**config.mk**
```make
export PLATFORM = sky130hd
export DESIGN_NAME = save_slot_selector_unit
export DESIGN_NICKNAME = d
export VERILOG_FILES = /design/src/sv/ssel_pkg.sv /design/src/sv/ssel_in_stage.sv /design/src/sv/ssel_scan_core.sv /design/src/sv/save_slot_selector_unit.sv
export SDC_FILE = /design/constraint.sdc
export NUM_CORES = 1
export LEC_CHECK = 0
export BUFFER_PORTS_ARGS = -buffer_cell sky130_fd_sc_hd__buf_2
export CORE_UTILIZATION = 30
export DETAILED_ROUTE_END_ITERATION = 7
export PLACE_DENSITY = 0.52
export SLEW_MARGIN = 20
export SYNTH_ARGS = -nofsm -noshare
export SYNTH_HDL_FRONTEND = slang
export SYNTH_SLANG_ARGS = --single-unit
```
**constraint.sdc**
```tcl
create_clock -name clk_i -period 5 [get_ports clk_i]
set_input_delay 0.5 -clock clk_i [delete_from_list [all_inputs] [get_ports clk_i]]
set_output_delay 0.5 -clock clk_i [all_outputs]
set_load 0.02 [all_outputs]
```
**src/sv/ssel_pkg.sv**
```systemverilog
// Package for the save-slot selector: field widths, the slot item type and the
// wrap-aware sequence compare. No dependencies.
package ssel_pkg;

  localparam int unsigned SEQ_W         = 32;
  localparam int unsigned SLOT_OUT_W    = 3;
  localparam int unsigned MAX_SLOTS_DEF = 8;

  typedef struct packed {
    logic             slot_valid;
    logic [SEQ_W-1:0] slot_sequence;
    logic             last_slot;
  } slot_item_t;

  // True when a is strictly newer than b under 32-bit wrapping order.
  function automatic logic seq_newer(input logic [SEQ_W-1:0] a, input logic [SEQ_W-1:0] b);
    logic [SEQ_W-1:0] diff;
    diff = a - b;
    return (diff != '0) && !diff[SEQ_W-1];
  endfunction

endpackage

```
**src/sv/ssel_in_stage.sv**
```systemverilog
// Input register of the save-slot selector: captures one slot item per cycle
// unless stalled and holds it until the scan core takes it. Depends on ssel_pkg.
module ssel_in_stage
  import ssel_pkg::*;
(
  input  logic       clk_i,
  input  logic       rst_ni,
  input  logic       in_valid_i,
  output logic       in_stall_o,
  input  slot_item_t item_i,
  output logic       item_valid_o,
  output slot_item_t item_o,
  input  logic       take_i
);

  logic       full_q, full_d;
  slot_item_t item_q;
  logic       accept;

  // The register frees up in the same cycle that the core takes its item.
  assign in_stall_o = full_q && !take_i;
  assign accept     = in_valid_i && !in_stall_o;

  always_comb begin
    full_d = full_q;
    if (accept) begin
      full_d = 1'b1;
    end else if (take_i) begin
      full_d = 1'b0;
    end
  end

  always_ff @(posedge clk_i or negedge rst_ni) begin
    if (!rst_ni) begin
      full_q <= 1'b0;
    end else begin
      full_q <= full_d;
    end
  end

  always_ff @(posedge clk_i) begin
    if (accept) begin
      item_q <= item_i;
    end
  end

  assign item_valid_o = full_q;
  assign item_o       = item_q;

endmodule

```
**src/sv/ssel_scan_core.sv**
```systemverilog
// Running scan state and result register of the save-slot selector. One slot
// item is folded into the state per cycle unless stalled. Depends on ssel_pkg.
module ssel_scan_core
  import ssel_pkg::*;
#(
  parameter int unsigned MaxSlots = MAX_SLOTS_DEF
) (
  input  logic                  clk_i,
  input  logic                  rst_ni,
  input  logic                  item_valid_i,
  input  slot_item_t            item_i,
  output logic                  take_o,
  output logic                  out_valid_o,
  input  logic                  out_stall_i,
  output logic                  newest_found_o,
  output logic [SLOT_OUT_W-1:0] newest_slot_o,
  output logic [SLOT_OUT_W-1:0] write_slot_o
);

  localparam int unsigned IdxW = (MaxSlots > 1) ? $clog2(MaxSlots) : 1;
  localparam int unsigned PosW = $clog2(MaxSlots + 1);

  logic [PosW-1:0]  pos_q, pos_d;
  logic             have_newest_q, have_newest_d;
  logic [IdxW-1:0]  best_idx_q, best_idx_d;
  logic [SEQ_W-1:0] best_seq_q, best_seq_d;
  logic             have_free_q, have_free_d;
  logic [IdxW-1:0]  free_idx_q, free_idx_d;
  logic [IdxW-1:0]  stale_idx_q, stale_idx_d;
  logic [SEQ_W-1:0] stale_seq_q, stale_seq_d;

  logic                  out_valid_q, out_valid_d;
  logic                  found_q;
  logic [SLOT_OUT_W-1:0] newest_q, write_q;

  logic                  in_range;
  logic [IdxW-1:0]       idx;
  logic [IdxW+SLOT_OUT_W-1:0] newest_wide, write_wide;

  // A last item may only move on when the result register is free.
  assign take_o = item_valid_i && (!item_i.last_slot || !out_valid_q || !out_stall_i);

  assign in_range = pos_q < PosW'(MaxSlots);
  assign idx      = pos_q[IdxW-1:0];

  always_comb begin
    pos_d         = pos_q;
    have_newest_d = have_newest_q;
    best_idx_d    = best_idx_q;
    best_seq_d    = best_seq_q;
    have_free_d   = have_free_q;
    free_idx_d    = free_idx_q;
    stale_idx_d   = stale_idx_q;
    stale_seq_d   = stale_seq_q;
    if (in_range) begin
      if (item_i.slot_valid) begin
        if (!have_newest_q || seq_newer(item_i.slot_sequence, best_seq_q)) begin
          have_newest_d = 1'b1;
          best_idx_d    = idx;
          best_seq_d    = item_i.slot_sequence;
        end
      end else if (!have_free_q) begin
        have_free_d = 1'b1;
        free_idx_d  = idx;
      end
      // The oldest pick tracks every slot, valid or not; ties stay earlier.
      if (pos_q == '0 || seq_newer(stale_seq_q, item_i.slot_sequence)) begin
        stale_idx_d = idx;
        stale_seq_d = item_i.slot_sequence;
      end
      pos_d = pos_q + PosW'(1);
    end
  end

  // Result fields are computed from the updated state and masked to 3 bits.
  assign newest_wide = {{SLOT_OUT_W{1'b0}}, (have_newest_d ? best_idx_d : '0)};
  assign write_wide  = {{SLOT_OUT_W{1'b0}}, (have_free_d ? free_idx_d : stale_idx_d)};

  always_comb begin
    out_valid_d = out_valid_q;
    if (take_o && item_i.last_slot) begin
      out_valid_d = 1'b1;
    end else if (!out_stall_i) begin
      out_valid_d = 1'b0;
    end
  end

  always_ff @(posedge clk_i or negedge rst_ni) begin
    if (!rst_ni) begin
      pos_q         <= '0;
      have_newest_q <= 1'b0;
      best_idx_q    <= '0;
      best_seq_q    <= '0;
      have_free_q   <= 1'b0;
      free_idx_q    <= '0;
      stale_idx_q   <= '0;
      stale_seq_q   <= '0;
      out_valid_q   <= 1'b0;
    end else begin
      out_valid_q <= out_valid_d;
      if (take_o) begin
        if (item_i.last_slot) begin
          pos_q         <= '0;
          have_newest_q <= 1'b0;
          best_idx_q    <= '0;
          best_seq_q    <= '0;
          have_free_q   <= 1'b0;
          free_idx_q    <= '0;
          stale_idx_q   <= '0;
          stale_seq_q   <= '0;
        end else begin
          pos_q         <= pos_d;
          have_newest_q <= have_newest_d;
          best_idx_q    <= best_idx_d;
          best_seq_q    <= best_seq_d;
          have_free_q   <= have_free_d;
          free_idx_q    <= free_idx_d;
          stale_idx_q   <= stale_idx_d;
          stale_seq_q   <= stale_seq_d;
        end
      end
    end
  end

  always_ff @(posedge clk_i) begin
    if (take_o && item_i.last_slot) begin
      found_q  <= have_newest_d;
      newest_q <= newest_wide[SLOT_OUT_W-1:0];
      write_q  <= write_wide[SLOT_OUT_W-1:0];
    end
  end

  assign out_valid_o    = out_valid_q;
  assign newest_found_o = found_q;
  assign newest_slot_o  = newest_q;
  assign write_slot_o   = write_q;

endmodule

```
**src/sv/save_slot_selector_unit.sv**
```systemverilog
// Top level of the save-slot selector: input register followed by the scan
// core with its result register. Depends on ssel_pkg, ssel_in_stage, ssel_scan_core.
//
//   channel | handshake             | payload
//   --------+-----------------------+------------------------------------------
//   in      | in_valid_i/in_stall_o | slot_valid_i, slot_sequence_i, last_slot_i
//   out     | out_valid_o/out_stall_i | newest_found_o, newest_slot_o, write_slot_o
//
// One slot item is accepted per cycle while in_stall_o is low. The last item of a
// scan is held in the input register, then taken by one compare-and-update pass
// of the scan core that loads its report into the result register. Reset clears
// the scan state and both valid flags. A stalled result holds the core only when
// the next item held in the input register is itself a last item.
module save_slot_selector_unit
  import ssel_pkg::*;
#(
  parameter int unsigned MaxSlots = MAX_SLOTS_DEF
) (
  input  logic                  clk_i,
  input  logic                  rst_ni,
  input  logic                  in_valid_i,
  output logic                  in_stall_o,
  input  logic                  slot_valid_i,
  input  logic [SEQ_W-1:0]      slot_sequence_i,
  input  logic                  last_slot_i,
  output logic                  out_valid_o,
  input  logic                  out_stall_i,
  output logic                  newest_found_o,
  output logic [SLOT_OUT_W-1:0] newest_slot_o,
  output logic [SLOT_OUT_W-1:0] write_slot_o
);

  slot_item_t item_in, item_reg;
  logic       item_valid;
  logic       take;

  assign item_in.slot_valid    = slot_valid_i;
  assign item_in.slot_sequence = slot_sequence_i;
  assign item_in.last_slot     = last_slot_i;

  ssel_in_stage u_in_stage (
    .clk_i        (clk_i),
    .rst_ni       (rst_ni),
    .in_valid_i   (in_valid_i),
    .in_stall_o   (in_stall_o),
    .item_i       (item_in),
    .item_valid_o (item_valid),
    .item_o       (item_reg),
    .take_i       (take)
  );

  ssel_scan_core #(
    .MaxSlots (MaxSlots)
  ) u_scan_core (
    .clk_i          (clk_i),
    .rst_ni         (rst_ni),
    .item_valid_i   (item_valid),
    .item_i         (item_reg),
    .take_o         (take),
    .out_valid_o    (out_valid_o),
    .out_stall_i    (out_stall_i),
    .newest_found_o (newest_found_o),
    .newest_slot_o  (newest_slot_o),
    .write_slot_o   (write_slot_o)
  );

endmodule
```
==> tab_implementation.tex, run 1 <==
\begin{tabular}{lr}
\hline
Metric & Value \\
\hline
\multicolumn{2}{l}{\textbf{STA}} \\
Max Clk Rate & 216 MHz \\
Total negative setup slack & 0 ps \\
Final-report max-slew violation count & 0 \\
Clk\_skew & 8.69 ps \\
Transition time at the pin with the least slew margin & 899 ps \\
Post-route fraction of the period consumed by the critical path & 92.4\% \\
Final hold violation count & 0 \\
Setup repair after global routing missed its margin & no \\
Clock period minus worst slack & 4620 ps \\
Relative slew slack & 40.1\% \\
\# setup viols final & 0 \\
\multicolumn{2}{l}{\textbf{Critical path}} \\
Worst Path Class, Setup & reg2reg \\
Max incr delay on CP & 480 ps \\
Worst flop-to-flop path startpoint & u\_in\_stage.item\_o[1] \\
CP max-delay cell & a2111o\_1 \\
Launching instance or port of the critical path & u\_in\_stage.item\_o[1] \\
Chain of cells forming the critical path & inv\_1 > ha\_1 > fa\_1 > nand2b\_1 > a21oi\_1 > o31ai\_1 > a2111o\_1 > and3\_1 > nor4\_1 > o31ai\_1 > nor4\_1 > and4\_1 > nor3\_2 > buf\_4 > o32ai\_1 \\
Endpoint class of the critical path & flop \\
Worst Path Buf+Inv & 2 \\
Cell family with the largest share of critical-path delay & simple AND/OR/NAND/NOR gates \\
Critical path launch point type & flop \\
Worst Path Max Fanout & 32 \\
Required time at the worst-slack endpoint & 5320 ps \\
Crit path DAT & 4940 ps \\
\multicolumn{2}{l}{\textbf{Finish}} \\
Layout cell share with drive strength beyond 1 & 9.73\% \\
Fill count & 3,124 \\
Highest-count cells in the layout ignoring fill and taps & 106 x nand2\_1, 86 x inv\_1, 80 x dfrtp\_1, 66 x a21oi\_1, 64 x ha\_1 \\
Final Cell Area & 10,500 um\^{}2 \\
Antenna Cells & 0 \\
Layout-stage area growth over the synthesis result & 13.2\% \\
\# nets final & 1,191 \\
Commonest non-fill, non-tap cell in the layout & nand2\_1 \\
\multicolumn{2}{l}{\textbf{Placed design}} \\
Placed instance area & 9920 um\^{}2 \\
PortBufs & 46 \\
Final HPWL from detailed placement & 20,800 um \\
Last weighted congestion value of the routability-driven placer & 0.875 \\
\multicolumn{2}{l}{\textbf{Logic synthesis}} \\
Synthesis-stage register bit count & 122 \\
Post-synth top area cell & dfrtp\_1 \\
Post-synthesis instance area & 9300 um\^{}2 \\
Average instance area after synthesis & 8.77 um\^{}2 \\
Distinct cell type count after synthesis & 79 \\
Post-synthesis net count & 1,164 \\
Biggest area contributors in the synthesized netlist & dfrtp\_1 22\%, edfxtp\_1 13\%, ha\_1 8.6\% \\
Seq/Total Area, Yosys & 35.0\% \\
Number of enable-type register cells in the synthesized netlist & 41 \\
Count of mapped cells out of synthesis & 1,060 \\
Area fraction of the dominant cell type after synthesis & 21.8\% \\
Ys flop type & dfrtp\_1 \\
Number of warnings issued by yosys & 0 \\
Async set or reset register ratio after synthesis & 66.4\% \\
\multicolumn{2}{l}{\textbf{Detailed routing}} \\
Vias per Instance & 5.36 \\
Detailed Route Iter0 Violations & 686 \\
Via count & 8,022 \\
Overall routed net length & 27,300 um \\
Post-route ant nets & 0 \\
1st-pass router iterations & 5 \\
Routed wire per std cell & 18.2 um \\
\# DRC & 0 \\
\multicolumn{2}{l}{\textbf{GRT}} \\
Vias in the first global route & 7,662 \\
All-layer global routing usage & 17.8\% \\
Wire length of the first global-routing pass & 43,500 um \\
GRT overflow & 0 \\
Number of antenna violations at the first check in global routing & 0 \\
Maximum number of pins on one net before global-route repair & 63 \\
\multicolumn{2}{l}{\textbf{CTS}} \\
CTS tree & built \\
Number of clock sinks seen by CTS & 122 \\
Clk Latency, worst-skew pair & 420 ps \\
Clk buf depth & 2 \\
CTS Buf Count & 17 \\
Clock-pin transition on the worst setup and hold timing paths & 60 ps \\
CTS H-Tree Depth & 4 \\
Clock root buffer & clkbuf\_16 \\
Setup Fix Bufs, Post-CTS & 0 \\
\multicolumn{2}{l}{\textbf{Min path}} \\
Worst Hold Launch & slot\_sequence\_i[5] \\
Type of the most critical hold path & in2reg \\
\multicolumn{2}{l}{\textbf{Die}} \\
Number of top-level pins & 47 \\
Core area & 30,500 um\^{}2 \\
Vertical extent of the die & 178 um \\
X dimension of the die & 178 um \\
Site Rows & 64 \\
Initial core utilization & 30.5\% \\
Die ar. & 31,700 um\^{}2 \\
\multicolumn{2}{l}{\textbf{Pwr}} \\
VDD IR-drop max & 0.266 mV \\
Leak pwr & 4.52 nW \\
Power density relative to cell area & 513 nW/um\^{}2 \\
\multicolumn{2}{l}{\textbf{Outcome}} \\
Outcome & finished, final reports clean \\
\multicolumn{2}{l}{\textbf{Flow run}} \\
Number of max-cap violations & 0 \\
\hline
\end{tabular}
[Yosys cell counts (15+ instances only)]
master	count
nand2_1	106
inv_1	86
dfrtp_1	81
a21oi_1	66
ha_1	64
nor2_1	50
edfxtp_1	41
o21ai_1	39
and2_1	38
clkbuf_1	38
mux2i_1	37
o21ai_0	35
o32ai_1	30
nand3_1	28
a21o_1	24
nor3_1	21
nand4_1	20
o21a_1	17
xnor2_1	15
[layer usage]
metal | wire length (um) | up-vias | track usage, % | share of wire, %
li1 | - | 3991 | - | -
met1 | 13900 | 3845 | 25.8 | 51
met2 | 12100 | 145 | 27.3 | 44
met3 | 659 | 41 | 1.96 | 2.4
met4 | 652 | 0 | 6.41 | 2.4
met5 | 0 | - | 0 | 0
[cell type report]
class                           instances  area, um^2  share of cell area [%]
Multi-Input combinational cell        800        5500                    52.3
Sequential cell                       122        3260                    31.0
Clock buffer                           26         510                    4.85
Tap cell                              396         495                    4.71
Timing Repair Buffer                   59         345                    3.28
Inverter                               87         327                    3.10
Clock inverter                          6        86.3                   0.820
[what timing repair did]
item,4_1_cts,5_1_grt
hold buffers,1,0
resized for setup,0,1
endpoints found under the setup margin,0,1
endpoints found under the hold margin,19,0
[metrics by stage]
stage                     utilization, %  instances  setup slack, ps  hold WS [ps]  total power [mW]
final                               34.5       1496              380           250              5.39
after global placement              32.5       1463              473           407              4.12
after global routing                34.5       1496             38.7           235              5.78
after detailed placement            32.5       1463              397           407              4.13
after CTS                           34.5       1496              370           238              5.39
after floorplan                        -       1060             1060           204              3.53
[worst register-to-register path: stages (launching register included)]
cell and delay, ps:
edfxtp_1 400, inv_1 90, ha_1 240, fa_1 420, nand2b_1 200, a21oi_1 300, o31ai_1 170, a2111o_1 480
and3_1 200, nor4_1 430, o31ai_1 150, nor4_1 360, and4_1 440, nor3_2 80, buf_4 260, o32ai_1 300
[power breakdown]
group	total, mW	internal, mW	switching, mW
registers	1.45	1.26	0.185
logic	2.70	1.09	1.61
clock network	1.25	0.802	0.449
total	5.39	3.15	2.24
[final timing paths]
path	end	slack [ps]	cells past startpoint
worst max-delay path	u_scan_core.best_seq_q[6]	380	15
worst min-delay path	u_in_stage.item_o[6]	250	1
worst max register to register	u_scan_core.best_seq_q[6]	380	15
worst min register to register	u_scan_core.free_idx_q[1]	480	2
max in group asynchronous	u_scan_core.stale_seq_q[12]	3350	3
min in group asynchronous	u_scan_core.best_idx_q[0]	500	2
[kinds of logic (layout without fill, tap and decap cells)]
group | Yosys count | count (layout) | share of synthesized area (%)
buf+inv | 138 | 178 | 6.03
mux | 45 | 45 | 4.95
xor+xnor | 29 | 29 | 2.73
simple gates | 333 | 333 | 18.3
compound gates | 327 | 327 | 23.9
fa+ha+maj | 66 | 66 | 9.04
flops | 122 | 122 | 35.0
[sequential cells by signal (all words and copies together) (netlist names), 4 cells and up]
register	flops
u_in_stage.item_o	34
u_scan_core.best_seq_q	32
u_scan_core.stale_seq_q	32
u_scan_core.pos_q	4
No activity file was read; power rests on OpenSTA's default activity.
==> run 2: changes to the inputs <==
--- a/config.mk
+++ b/config.mk
@@ -6,9 +6,11 @@
 export NUM_CORES = 1
 export LEC_CHECK = 0
 export BUFFER_PORTS_ARGS = -buffer_cell sky130_fd_sc_hd__buf_2
+export CELL_PAD_IN_SITES_DETAIL_PLACEMENT = 0
+export CELL_PAD_IN_SITES_GLOBAL_PLACEMENT = 2
 export CORE_UTILIZATION = 30
 export DETAILED_ROUTE_END_ITERATION = 7
-export PLACE_DENSITY = 0.52
+export PLACE_DENSITY = 0.72
 export SLEW_MARGIN = 20
 export SYNTH_ARGS = -nofsm -noshare
 export SYNTH_HDL_FRONTEND = slang
==> tab_implementation.tex, run 2 (synthesized netlist as in run 1, its figures left out) <==
\begin{tabular}{lr}
\hline
Metric & Value \\
\hline
\multicolumn{2}{l}{\textbf{Outcome}} \\
Outcome & finished, final reports clean (unchanged) \\
\multicolumn{2}{l}{\textbf{CTS}} \\
Clock root buffer & clkbuf\_16 (unchanged) \\
Clk Latency, worst-skew pair & 420 ps (about the same) \\
Clock-pin transition on the worst setup and hold timing paths & 60 ps (about the same) \\
Hold\_buf cts & 1 (unchanged) \\
Number of gates given a new drive strength after cts & 0 (unchanged) \\
CTS tree & built (unchanged) \\
Number of clock sinks seen by CTS & 122 (unchanged) \\
Setup Fix Bufs, Post-CTS & 0 (unchanged) \\
CTS H-Tree Depth & 4 (unchanged) \\
Clk buf depth & 2 (unchanged) \\
CTS Buf Count & 17 (unchanged) \\
\multicolumn{2}{l}{\textbf{Min path}} \\
Worst Hold Launch & slot\_sequence\_i[31] (was slot\_sequence\_i[5]) \\
Worst hold endpoint & u\_in\_stage.item\_o[32] (was u\_in\_stage.item\_o[6]) \\
Number of cells on the worst hold path & 1 (unchanged) \\
Type of the most critical hold path & in2reg (unchanged) \\
\multicolumn{2}{l}{\textbf{Finish}} \\
Layout-stage area growth over the synthesis result & 14.2\% (was 13.2\%) \\
\# nets final & 1,193 (was 1,191) \\
Commonest non-fill, non-tap cell in the layout & nand2\_1 (unchanged) \\
Number of flip-flops in the largest register & 34 (unchanged) \\
Fill count & 3,134 (was 3,124) \\
Antenna Cells & 0 (unchanged) \\
Final Cell Area & 10,600 um\^{}2 (was 10,500 um\^{}2) \\
Layout cell share with drive strength beyond 1 & 10.2\% (was 9.73\%) \\
Highest-count cells in the layout ignoring fill and taps & 106 x nand2\_1, 86 x inv\_1, 81 x dfrtp\_1, 66 x a21oi\_1, 64 x ha\_1 (was 106 x nand2\_1, 86 x inv\_1, 80 x dfrtp\_1, 66 x a21oi\_1, 64 x ha\_1) \\
\multicolumn{2}{l}{\textbf{GRT}} \\
GRT overflow & 0 (unchanged) \\
Number of antenna violations at the first check in global routing & 0 (unchanged) \\
Vias in the first global route & 7,690 (was 7,662) \\
Wire length of the first global-routing pass & 45,300 um (was 43,500 um) \\
All-layer global routing usage & 18.8\% (was 17.8\%) \\
Maximum number of pins on one net before global-route repair & 56 (was 63) \\
\multicolumn{2}{l}{\textbf{Detailed routing}} \\
Detailed Route Iter0 Violations & 679 (was 686) \\
Routed wire per std cell & 19.1 um (was 18.2 um) \\
Post-route ant nets & 0 (unchanged) \\
Via count & 8,077 (was 8,022) \\
1st-pass router iterations & 7 (was 5) \\
Vias per Instance & 5.39 (was 5.36) \\
Overall routed net length & 28,700 um (was 27,300 um) \\
\# DRC & 0 (unchanged) \\
\multicolumn{2}{l}{\textbf{STA}} \\
Clock period minus worst slack & 4630 ps (was 4620 ps) \\
Setup repair after global routing missed its margin & no (unchanged) \\
Total negative setup slack & 0 ps (unchanged) \\
Transition time at the pin with the least slew margin & 929 ps (was 899 ps) \\
Final hold violation count & 0 (unchanged) \\
Final-report max-slew violation count & 0 (unchanged) \\
Clk\_skew & 5.65 ps (was 8.69 ps) \\
\# setup viols final & 0 (unchanged) \\
Post-route fraction of the period consumed by the critical path & 92.6\% (was 92.4\%) \\
Max Clk Rate & 216 MHz (about the same) \\
Relative slew slack & 38.1\% (was 40.1\%) \\
Worst-case setup margin in the final layout & 370 ps (was 380 ps) \\
\multicolumn{2}{l}{\textbf{Placed design}} \\
Last weighted congestion value of the routability-driven placer & 0.842 (was 0.875) \\
Placed instance area & 9930 um\^{}2 (was 9920 um\^{}2) \\
Final HPWL from detailed placement & 22,200 um (was 20,800 um) \\
PortBufs & 46 (unchanged) \\
Pre-CTS worst setup slack & 361 ps (was 397 ps) \\
\multicolumn{2}{l}{\textbf{Die}} \\
Vertical extent of the die & 178 um (unchanged) \\
Initial core utilization & 30.5\% (unchanged) \\
Number of top-level pins & 47 (unchanged) \\
Core area & 30,500 um\^{}2 (unchanged) \\
Site Rows & 64 (unchanged) \\
X dimension of the die & 178 um (unchanged) \\
Die ar. & 31,700 um\^{}2 (unchanged) \\
\multicolumn{2}{l}{\textbf{Critical path}} \\
Worst flop-to-flop path startpoint & u\_in\_stage.item\_o[1] (unchanged) \\
Required time at the worst-slack endpoint & 5170 ps (was 5320 ps) \\
Cell count of the worst reg-to-reg path & 13 (was 15) \\
Worst Path Max Fanout & 5 (was 32) \\
Chain of cells forming the critical path & ha\_1 > fa\_1 > nor2b\_1 > o31ai\_2 > a21oi\_1 > o21ai\_1 > and4\_1 > or3\_1 > or4\_4 > nor4\_4 > a21oi\_2 > mux2\_1 > mux2\_2 (was inv\_1 > ha\_1 > fa\_1 > nand2b\_1 > a21oi\_1 > o31ai\_1 > a2111o\_1 > and3\_1 > nor4\_1 > o31ai\_1 > nor4\_1 > and4\_1 > nor3\_2 > buf\_4 > o32ai\_1) \\
CP max-delay cell & or4\_4 (was a2111o\_1) \\
Endpoint of the most critical register-to-register path & u\_scan\_core.write\_slot\_o[0] (was u\_scan\_core.best\_seq\_q[6]) \\
Reg2Reg Setup Slack & 370 ps (was 380 ps) \\
Worst Path Class, Setup & reg2reg (unchanged) \\
Crit path DAT & 4800 ps (was 4940 ps) \\
Endpoint class of the critical path & flop (unchanged) \\
Max incr delay on CP & 540 ps (was 480 ps) \\
Critical path launch point type & flop (unchanged) \\
\multicolumn{2}{l}{\textbf{Pwr}} \\
VDD IR-drop max & 0.294 mV (was 0.266 mV) \\
Leak pwr & 4.57 nW (was 4.52 nW) \\
Power density relative to cell area & 526 nW/um\^{}2 (was 513 nW/um\^{}2) \\
\multicolumn{2}{l}{\textbf{Flow run}} \\
Number of max-cap violations & 0 (unchanged) \\
\hline
\end{tabular}
## run 2: cell types whose count changed in the layout (fill, tap and decap cells not counted), sizes merged
| cell | previous run | this run |
|---|---|---|
| buf | 58 | 60 |
| clkbuf | 26 | 24 |
| bufinv | 2 | 3 |
| clkinv | 4 | 3 |
| clkinvlp | 1 | 2 |
| inv | 86 | 87 |
## run 2: area by class of cell
class | instances | area, um^2 | share of cell area (%)
Multi-Input combinational cell | 800 | 5500 | 51.8
Sequential cell | 122 | 3260 | 30.7
Clock buffer | 24 | 557 | 5.24
Tap cell | 396 | 495 | 4.67
Timing Repair Buffer | 61 | 360 | 3.39
Inverter | 87 | 327 | 3.08
Clock inverter | 8 | 121 | 1.14
## run 2: worst max-delay path by stage
stage,end,slack (ps),start
2_1_floorplan,u_scan_core.write_slot_o[0],1060,u_in_stage.item_o[1]
3_3_place_gp,u_scan_core.best_seq_q[8],330,u_in_stage.item_o[1]
3_5_place_dp,u_scan_core.best_seq_q[6],360,u_in_stage.item_o[1]
4_1_cts,u_scan_core.best_seq_q[6],310,u_in_stage.item_o[1]
5_1_grt,u_scan_core.best_seq_q[6],20,u_in_stage.item_o[1]
6_report,u_scan_core.write_slot_o[0],370,u_in_stage.item_o[1]
## run 2: power breakdown
group | switching, mW | internal, mW
Combinational | 1.66 | 1.10
Sequential | 0.182 | 1.26
Clock | 0.458 | 0.929
Total | 2.30 | 3.29
## run 2: layer usage
metal	track usage (%)	wire length, um	up-vias
met2	27.6	12500	152
met5	0	0	-
li1	-	-	3990
met3	2.43	904	28
met4	5.38	492	0
met1	28.2	14700	3907
## run 2: metrics by stage
| stage | instances | power, mW | util [%] | hold slack, ps |
|---|---|---|---|---|
| after floorplan | 1060 | 3.53 | - | 204 |
| after global placement | 1465 | 4.19 | 32.5 | 445 |
| after detailed placement | 1465 | 4.20 | 32.5 | 448 |
| after CTS | 1498 | 5.61 | 34.8 | 226 |
| after global routing | 1498 | 5.98 | 34.8 | 233 |
| final | 1498 | 5.59 | 34.8 | 253 |
## run 2: critical path: cells and delay by family, from the launching register on
family          cells  cell delay (ps)
fa+ha+maj           2              730
flops               1              470
mux                 2              580
simple gates        5             1790
compound gates      4              790
